$ cat src/hw/rtl/tlvsp_pkg.sv
// package for the tlv stream parser
// holds phase encoding, result codes and the result record type; no dependencies
package tlvsp_pkg;

	localparam int TYPE_COUNT_DEF = 8;
	localparam logic [3:0] CODE_NONE = 4'd8;

	localparam logic [1:0] KIND_HDR  = 2'd0;
	localparam logic [1:0] KIND_DATA = 2'd1;
	localparam logic [1:0] KIND_END  = 2'd2;

	localparam logic [1:0] STAT_OK      = 2'd0;
	localparam logic [1:0] STAT_TRUNC   = 2'd1;
	localparam logic [1:0] STAT_PARTIAL = 2'd2;

	localparam int RES_DEPTH = 4;

	typedef enum logic [2:0] {
		PH_IDLE    = 3'd0,
		PH_TYPE_HI = 3'd1,
		PH_TYPE_LO = 3'd2,
		PH_LEN_HI  = 3'd3,
		PH_LEN_LO  = 3'd4,
		PH_DATA    = 3'd5,
		PH_STOP    = 3'd6
	} phase_t;

	typedef struct packed {
		logic [1:0]  kind;
		logic [3:0]  rtype;
		logic [15:0] rlen;
		logic [7:0]  rbyte;
		logic        rlast;
		logic [1:0]  status;
		logic        last;
	} result_t;

endpackage

$ cat src/hw/rtl/tlv_stream_parser.sv
// tlv stream parser top level: input register, record state update, result queue
// depends on tlvsp_pkg
//
// One message byte is taken per transaction on the input channel and up to two
// transactions (a header or data result, then the end-of-message result) come
// out. A byte is registered, decoded against the record state and its results
// are written into a four-entry result queue; a byte can enter in every cycle
// while the queue holds at most two results, so a byte stream that yields one
// result per byte runs at one byte per clock while the output is not stalled,
// and the extra end result of each message takes an output slot of its own.
module tlv_stream_parser #(
	parameter int TYPE_COUNT = tlvsp_pkg::TYPE_COUNT_DEF
) (
	input  logic        clk,
	input  logic        arst_n,
	input  logic        in_valid,
	output logic        in_stall,
	input  logic        msg_start,
	input  logic [15:0] msg_len,
	input  logic [7:0]  data_byte,
	output logic        out_valid,
	input  logic        out_stall,
	output logic [1:0]  kind,
	output logic [3:0]  record_type,
	output logic [15:0] record_len,
	output logic [7:0]  record_byte,
	output logic        record_last,
	output logic [1:0]  status,
	output logic        last
);

	localparam int PTR_W = $clog2(tlvsp_pkg::RES_DEPTH);
	localparam int CNT_W = PTR_W + 1;

	// input register
	logic        valid_s1;
	logic        start_s1;
	logic [15:0] mlen_s1;
	logic [7:0]  byte_s1;

	// record state
	tlvsp_pkg::phase_t phase_q;
	logic [15:0] bytes_left_q;
	logic [7:0]  type_high_q;
	logic [3:0]  type_code_q;
	logic [15:0] len_field_q;
	logic [15:0] data_left_q;
	logic        stopped_q;

	// result queue
	tlvsp_pkg::result_t res_q [tlvsp_pkg::RES_DEPTH];
	logic [PTR_W-1:0] wr_ptr_q;
	logic [PTR_W-1:0] rd_ptr_q;
	logic [CNT_W-1:0] count_q;

	logic adv_s1;
	logic accept;
	logic pop;

	tlvsp_pkg::phase_t ph_e, ph_n;
	logic [15:0] bl_e, after;
	logic [7:0]  th_e, th_n;
	logic [3:0]  code_e, code_n;
	logic [15:0] len_e, len_n;
	logic [15:0] dl_e, dl_n;
	logic        stop_e, stop_n;
	logic        active;
	logic        emit_rec;
	logic        emit_end;
	logic [15:0] raw;
	logic [15:0] len_lo;
	tlvsp_pkg::result_t rec_res, end_res, first_res;
	logic [1:0]  push_n;

	assign adv_s1   = valid_s1 && (count_q <= CNT_W'(tlvsp_pkg::RES_DEPTH - 2));
	assign in_stall = valid_s1 && !adv_s1;
	assign accept   = in_valid && !in_stall;
	assign out_valid = (count_q != '0);
	assign pop      = out_valid && !out_stall;

	always_ff @(posedge clk or negedge arst_n) begin
		if (!arst_n) begin
			valid_s1 <= 1'b0;
		end else begin
			valid_s1 <= accept || (valid_s1 && !adv_s1);
		end
	end

	always_ff @(posedge clk) begin
		if (accept) begin
			start_s1 <= msg_start;
			mlen_s1  <= msg_len;
			byte_s1  <= data_byte;
		end
	end

	always_comb begin
		ph_e   = phase_q;
		bl_e   = bytes_left_q;
		th_e   = type_high_q;
		code_e = type_code_q;
		len_e  = len_field_q;
		dl_e   = data_left_q;
		stop_e = stopped_q;
		if (start_s1) begin
			bl_e   = (mlen_s1 == 16'd0) ? 16'd1 : mlen_s1;
			ph_e   = tlvsp_pkg::PH_TYPE_HI;
			stop_e = 1'b0;
			th_e   = 8'd0;
			code_e = tlvsp_pkg::CODE_NONE;
			len_e  = 16'd0;
			dl_e   = 16'd0;
		end
		active = start_s1 || (phase_q != tlvsp_pkg::PH_IDLE &&
			phase_q != tlvsp_pkg::PH_STOP + 3'd1 && bytes_left_q != 16'd0);
		after  = bl_e - 16'd1;
		raw    = {th_e, byte_s1};
		len_lo = {len_e[15:8], byte_s1};

		ph_n     = ph_e;
		th_n     = th_e;
		code_n   = code_e;
		len_n    = len_e;
		dl_n     = dl_e;
		stop_n   = stop_e;
		emit_rec = 1'b0;
		rec_res  = '0;

		case (ph_e)
			tlvsp_pkg::PH_TYPE_HI: begin
				th_n = byte_s1;
				ph_n = tlvsp_pkg::PH_TYPE_LO;
			end
			tlvsp_pkg::PH_TYPE_LO: begin
				code_n = (raw < 16'(TYPE_COUNT)) ? raw[3:0] : tlvsp_pkg::CODE_NONE;
				ph_n   = tlvsp_pkg::PH_LEN_HI;
			end
			tlvsp_pkg::PH_LEN_HI: begin
				len_n = {byte_s1, 8'd0};
				ph_n  = tlvsp_pkg::PH_LEN_LO;
			end
			tlvsp_pkg::PH_LEN_LO: begin
				len_n = len_lo;
				if (after < len_lo) begin
					stop_n = 1'b1;
					ph_n   = tlvsp_pkg::PH_STOP;
				end else begin
					emit_rec       = 1'b1;
					rec_res.kind   = tlvsp_pkg::KIND_HDR;
					rec_res.rtype  = code_e;
					rec_res.rlen   = len_lo;
					rec_res.rlast  = (len_lo == 16'd0);
					rec_res.status = tlvsp_pkg::STAT_OK;
					if (len_lo == 16'd0) begin
						ph_n = tlvsp_pkg::PH_TYPE_HI;
					end else begin
						dl_n = len_lo;
						ph_n = tlvsp_pkg::PH_DATA;
					end
				end
			end
			tlvsp_pkg::PH_DATA: begin
				emit_rec       = 1'b1;
				rec_res.kind   = tlvsp_pkg::KIND_DATA;
				rec_res.rtype  = code_e;
				rec_res.rlen   = len_e;
				rec_res.rbyte  = byte_s1;
				rec_res.rlast  = (dl_e == 16'd1);
				rec_res.status = tlvsp_pkg::STAT_OK;
				dl_n           = dl_e - 16'd1;
				if (dl_e == 16'd1) begin
					ph_n = tlvsp_pkg::PH_TYPE_HI;
				end
			end
			default: begin
			end
		endcase

		emit_end       = (after == 16'd0);
		end_res        = '0;
		end_res.kind   = tlvsp_pkg::KIND_END;
		end_res.rtype  = tlvsp_pkg::CODE_NONE;
		end_res.last   = 1'b1;
		if (stop_n) begin
			end_res.status = tlvsp_pkg::STAT_TRUNC;
		end else if (ph_n == tlvsp_pkg::PH_TYPE_LO || ph_n == tlvsp_pkg::PH_LEN_HI ||
				ph_n == tlvsp_pkg::PH_LEN_LO) begin
			end_res.status = tlvsp_pkg::STAT_PARTIAL;
		end else begin
			end_res.status = tlvsp_pkg::STAT_OK;
		end
		if (emit_end) begin
			ph_n   = tlvsp_pkg::PH_IDLE;
			stop_n = 1'b0;
		end

		rec_res.last = !emit_end;
		first_res    = emit_rec ? rec_res : end_res;
		if (!(adv_s1 && active)) begin
			push_n = 2'd0;
		end else begin
			push_n = 2'({1'b0, emit_rec} + {1'b0, emit_end});
		end
	end

	always_ff @(posedge clk or negedge arst_n) begin
		if (!arst_n) begin
			phase_q      <= tlvsp_pkg::PH_IDLE;
			bytes_left_q <= 16'd0;
			type_high_q  <= 8'd0;
			type_code_q  <= tlvsp_pkg::CODE_NONE;
			len_field_q  <= 16'd0;
			data_left_q  <= 16'd0;
			stopped_q    <= 1'b0;
		end else if (adv_s1 && active) begin
			phase_q      <= ph_n;
			bytes_left_q <= after;
			type_high_q  <= th_n;
			type_code_q  <= code_n;
			len_field_q  <= len_n;
			data_left_q  <= dl_n;
			stopped_q    <= stop_n;
		end
	end

	always_ff @(posedge clk) begin
		if (push_n != 2'd0) begin
			res_q[wr_ptr_q] <= first_res;
		end
		if (push_n == 2'd2) begin
			res_q[wr_ptr_q + PTR_W'(1)] <= end_res;
		end
	end

	always_ff @(posedge clk or negedge arst_n) begin
		if (!arst_n) begin
			wr_ptr_q <= '0;
			rd_ptr_q <= '0;
			count_q  <= '0;
		end else begin
			wr_ptr_q <= wr_ptr_q + PTR_W'(push_n);
			rd_ptr_q <= rd_ptr_q + PTR_W'(pop);
			count_q  <= count_q + CNT_W'(push_n) - CNT_W'(pop);
		end
	end

	assign kind        = res_q[rd_ptr_q].kind;
	assign record_type = res_q[rd_ptr_q].rtype;
	assign record_len  = res_q[rd_ptr_q].rlen;
	assign record_byte = res_q[rd_ptr_q].rbyte;
	assign record_last = res_q[rd_ptr_q].rlast;
	assign status      = res_q[rd_ptr_q].status;
	assign last        = res_q[rd_ptr_q].last;

	a_count_bound: assert property (@(posedge clk) disable iff (!arst_n)
		count_q <= CNT_W'(tlvsp_pkg::RES_DEPTH))
		else $error("result queue overfilled");

	a_end_is_last: assert property (@(posedge clk) disable iff (!arst_n)
		(out_valid && kind == tlvsp_pkg::KIND_END) |-> last)
		else $error("end of message result without last");

	a_stall_when_full: assert property (@(posedge clk) disable iff (!arst_n)
		(valid_s1 && count_q > CNT_W'(tlvsp_pkg::RES_DEPTH - 2)) |-> in_stall)
		else $error("input taken with no queue room");

	a_phase_idle_after_end: assert property (@(posedge clk) disable iff (!arst_n)
		(adv_s1 && active && emit_end) |=> (phase_q == tlvsp_pkg::PH_IDLE))
		else $error("parser not idle after end of message");

endmodule
$ cat config.mk
export PLATFORM = sky130hd
export DESIGN_NAME = tlv_stream_parser
export DESIGN_NICKNAME = d
export VERILOG_FILES = /design/src/hw/rtl/tlvsp_pkg.sv /design/src/hw/rtl/tlv_stream_parser.sv
export SDC_FILE = /design/constraint.sdc
export NUM_CORES = 1
export LEC_CHECK = 0
export ABC_AREA = 0
export ABC_CLOCK_PERIOD_IN_PS = 10530
export BUFFER_PORTS_ARGS = -buffer_cell sky130_fd_sc_hd__buf_4
export CAP_MARGIN = 20
export CORE_MARGIN = 3
export CORE_UTILIZATION = 44
export CTS_CLUSTER_DIAMETER = 50
export DETAILED_ROUTE_END_ITERATION = 8
export PLACE_DENSITY_LB_ADDON = 0.3
export SYNTH_ARGS = -nofsm -noshare
export SYNTH_HDL_FRONTEND = slang
export SYNTH_SLANG_ARGS = --single-unit
$ cat constraint.sdc
create_clock -name clk -period 10.53 [get_ports clk]
set_input_delay 0.5265 -clock clk [delete_from_list [all_inputs] [get_ports clk]]
set_output_delay 0.5265 -clock clk [all_outputs]
set_load 0.005 [all_outputs]
==> metrics.md <==
| Metric | Value |
|---|---|
| Run status | completed |
| Post-Synthesis Cells | 1,105 |
| Core area | 24,530 µm² |
| Endpoint required time on the critical path | 10,900 ps |
| Effective utilization at floorplan | 0.4526 |
| Slowest stage cell on the critical path | sky130_fd_sc_hd__nor2_1 |
| Final critical delay including setup and external delays | 7588 ps |
| Reg power frac | 0.392 |
| Clock tree from TritonCTS | yes |
| Met2 Usage GRT | 0.3241 |
| Number of synthesized flops with an enable pin | 33 |
| Critical Path AT | 7960 ps |
| Final setup violating endpoints | 0 |
| Clock insertion delay at the later pin of the skew report | 540 ps |
| Share of Yosys cell area claimed by the top area cell type | 0.2308 |
| Synthesized-area fraction occupied by and/or/nand/nor cells | 0.1587 |
| Share of power burned in the clock network | 0.315 |
| Standard cell area after detailed placement | 11,780 µm² |
| Number of global-route vias before repair | 8,297 |
| Combinational family with the most area after synthesis | compound AO/OA/AOI/OAI gates |
| Capturing point of the worst reg2reg path | res_q[0][31] |
| Floorplan row count | 57 |
| Buf/Inv on CP | 4 |
| Number of distinct library cell variants in the gate-level netlist after synthesis | 86 |
| Die outline area | 27,180 µm² |
| Resized cells post-CTS | 0 |
| Share of synthesized area spent on multiplexers | 0.08756 |
| Hold WS | 132.5 ps |
| Total Power | 2.936 mW |
| Setup total negative slack | 0 ps |
| Max stage delay on crit path | 1020 ps |
| Cell type group with the largest total delay on the critical path | simple AND/OR/NAND/NOR gates |
| Worst Setup Path Type | flip-flop to flip-flop |
| Max-slew violation total from the final report | 0 |
| Net count of the finished layout | 1,200 |
| Worst-path clk slew | 60 ps |
| Max Cap Viol | 0 |
| Critical Path Start Type | flip-flop |
| Origin of the critical flop-to-flop path | start_s1 |
| TritonCTS buffer count | 27 |
| Synthesized area | 11,100 µm² |
| Number of top-level pins | 65 |
| Diode count | 0 |
| Post-synthesis compound-gate area fraction | 0.1847 |
| Post-route clock period utilization | 0.7206 |
| Depth of the most critical reg-to-reg path | 24 |
| Final weighted congestion in routability-driven placement | 0.8829 |
| Sinks on Clock Net | 233 |
| Achievable clock frequency | 131.8 MHz |
| Xor and xnor area share after synthesis | 0.01499 |
| Pin slew with the least headroom to its limit | 995.0 ps |
| Pin count of the biggest net entering global routing | 76 |
| Leading post-synthesis cells by cell area | sky130_fd_sc_hd__dfxtp_1 23%, sky130_fd_sc_hd__dfrtp_1 16%, sky130_fd_sc_hd__edfxtp_1 8.9% |
| Post-synthesis sequential area ratio | 0.4824 |
| Maximum root-to-sink buffer count | 3 |
| Depth of the CTS H-tree | 1 |
| First-pass GRT wire length | 45,500 µm |
| Total of warnings raised by yosys | 0 |
| Hold crit path type | primary input to async pin |
| Die outline width | 164.9 µm |
| VDD IR max | 0.1621 mV |
| Async set-reset flop share out of synthesis | 0.3090 |
| Area added between synthesis and finish | 14.16% |
| Maximum clock skew at final layout | 9.547 ps |
| Switching Share | 0.3531 |
| Maximum fanout encountered on the critical timing path | 75 |
| First-iteration detailed-routing DRC count | 817 |
| DR DRC count | 0 |
| Post-Syn Nets | 1,161 |
| Worst slew margin relative to its limit | 0.3342 |
| Cells along the critical path | buf_4, or2b_1, a21oi_1, nor2_1, inv_1, ha_1, or4bb_1, a222oi_1, and2_2, nand2_1, xor2_1, ha_1, a21oi_1, nand2_1, a221oi_1, o21ai_1, buf_4, nor2_1, inv_1, ha_1, nor2_1, nand3b_1, nor2_1, a2bb2oi_1 |
| Height of the die | 164.9 µm |
| Sort of element at the end of the critical path | flip-flop |
| Cell with the most instances on the worst path | sky130_fd_sc_hd__nor2_1 |
| Share of post-route cells with drive strength above 1 | 0.1597 |
| Flops & latches, synth | 233 |
| Router iterations before antenna repair | 6 |
| Power density of the placed cells | 231.6 nW/µm² |
| Share of power burned in combinational logic | 0.293 |
| Total number of vias | 8,670 |
| Setup bufs post-CTS | 0 |
| # fillers | 2,229 |
| CTS hold repair buffers | 0 |
| Internal portion of total power | 1.899 mW |
| Unrepaired setup endpoints after global routing | no |
| Synth Flop Type | sky130_fd_sc_hd__dfxtp_1 |
| Routed wire length | 28,400 µm |
| Detail-routed net length per standard cell | 19.07 µm |
| Largest area contributor in the synthesized netlist | sky130_fd_sc_hd__dfxtp_1 |
| Initial antenna violation count | 0 |
| Grt met1 use | 0.3051 |
| Total Routing Usage GR | 0.2088 |
| Total leakage power | 5.095 nW |
| Summed area of non-filler cells in the final layout | 12,680 µm² |
| DP HPWL | 18,850 µm |
| Buffers added on ports | 64 |
| Cell at the root of the clock tree | sky130_fd_sc_hd__clkbuf_16 |
| Most utilized layer in the global route result | met2 |
| Mean cell area of the mapped netlist | 10.05 µm² |
| Endpoints failing hold | 0 |
| Avg Vias per Cell | 5.823 |
| Net Switching | 1.037 mW |
| Final global-route overflow total | 0 |
| Met3 layer usage reported by global route | 0.02608 |
| Final ANT Viol Nets | 0 |
| Minimum setup slack among reg-to-reg paths | 2940 ps |
| Synth Area in Adders | 0.03110 |
state kept, by name, summed over array words and instances, names as in the netlist:
signal	count
res_q	136
bytes_left_q	16
data_left_q	16
len_field_q	16
mlen_s1	16
byte_s1	8
type_high_q	8
type_code_q	4
count_q	3
phase_q	3
rd_ptr_q	2
wr_ptr_q	2
start_s1	1
stopped_q	1
valid_s1	1
worst max path at each step:
stage,slack (ps),depth (start not counted),from,to
2_1_floorplan,3990,28,start_s1,count_q[2]
3_3_place_gp,3200,24,start_s1,res_q[0][28]
3_5_place_dp,2990,24,start_s1,res_q[0][30]
4_1_cts,2970,24,start_s1,res_q[0][30]
5_1_grt,2270,24,start_s1,res_q[3][29]
6_report,2940,24,start_s1,res_q[0][31]
power groups by stage:
stage | Clock (mW) | Combinational [mW] | Sequential, mW
floorplan | 0 | 0.672 | 1.11
global placement | 0 | 0.850 | 1.16
detailed placement | 0 | 0.859 | 1.16
CTS | 0.944 | 0.863 | 1.15
global route | 0.983 | 0.965 | 1.16
finish | 0.925 | 0.861 | 1.15
layer usage:
metal,up-vias,routed length [µm]
met4,0,826
met5,-,0
met1,4211,13190
met3,55,1698
met2,280,12680
li1,4124,-
per-stage QoR:
step | instances | setup slack (ps) | utilization
3_3_place_gp | 1439 | 3199 | 0.4802
4_1_cts | 1489 | 2971 | 0.5167
5_1_grt | 1489 | 2269 | 0.5167
6_report | 1489 | 2942 | 0.5167
3_5_place_dp | 1439 | 2992 | 0.4802
2_1_floorplan | 1105 | 3994 | -
cell families (layout without fill, tap and decap cells):
logic type | count (synthesis) | after routing
flops | 233 | 233
simple gates | 371 | 371
mux | 54 | 54
xor+xnor | 19 | 19
buf+inv | 105 | 165
compound gates | 296 | 296
fa+ha+maj | 27 | 27
layout make-up:
class	count	area, µm²	share of cell area
flip-flops and latches	233	5358	0.4227
multi-input cells	767	5296	0.4178
clock buffers	33	739.5	0.05834
repair buffers	77	578.1	0.04560
well taps	324	405.4	0.03198
clock inverters	17	156.4	0.01234
inverters	38	142.6	0.01125
Yosys cell counts, drive strengths merged (16+ instances only):
| cell | count |
|---|---|
| nor3 | 23 |
| a22o | 62 |
| clkbuf | 33 |
| dfrtp | 71 |
| a21oi | 27 |
| nand3 | 17 |
| ha | 26 |
| nor2 | 56 |
| o21ai | 119 |
| inv | 37 |
| mux4 | 34 |
| nor2b | 16 |
| buf | 34 |
| edfxtp | 33 |
| dfxtp | 128 |
| nand2 | 181 |
cells in the final DEF, fill, tap and decap left out, types with 10 or more instances in the layout:
master                      netlist  layout
sky130_fd_sc_hd__nor2b_1         16      16
sky130_fd_sc_hd__a21oi_1         27      27
sky130_fd_sc_hd__a22o_1          62      62
sky130_fd_sc_hd__dfrtp_1         71      70
sky130_fd_sc_hd__buf_4            3      77
sky130_fd_sc_hd__mux4_2          34      34
sky130_fd_sc_hd__a22oi_1         11      11
sky130_fd_sc_hd__mux2i_1         15      15
sky130_fd_sc_hd__nand2_1        179     179
sky130_fd_sc_hd__nor4_1          15      15
sky130_fd_sc_hd__nand2b_1        10      10
sky130_fd_sc_hd__o21ai_0        114     114
sky130_fd_sc_hd__edfxtp_1        33      33
sky130_fd_sc_hd__nor2_1          55      55
sky130_fd_sc_hd__nor3_1          21      21
sky130_fd_sc_hd__clkbuf_16        0      28
sky130_fd_sc_hd__inv_1           36      36
sky130_fd_sc_hd__dfxtp_1        128     128
sky130_fd_sc_hd__nand3_1         17      17
sky130_fd_sc_hd__xnor2_1         10      10
sky130_fd_sc_hd__ha_1            26      26
Power figures use the tool's default switching activity.
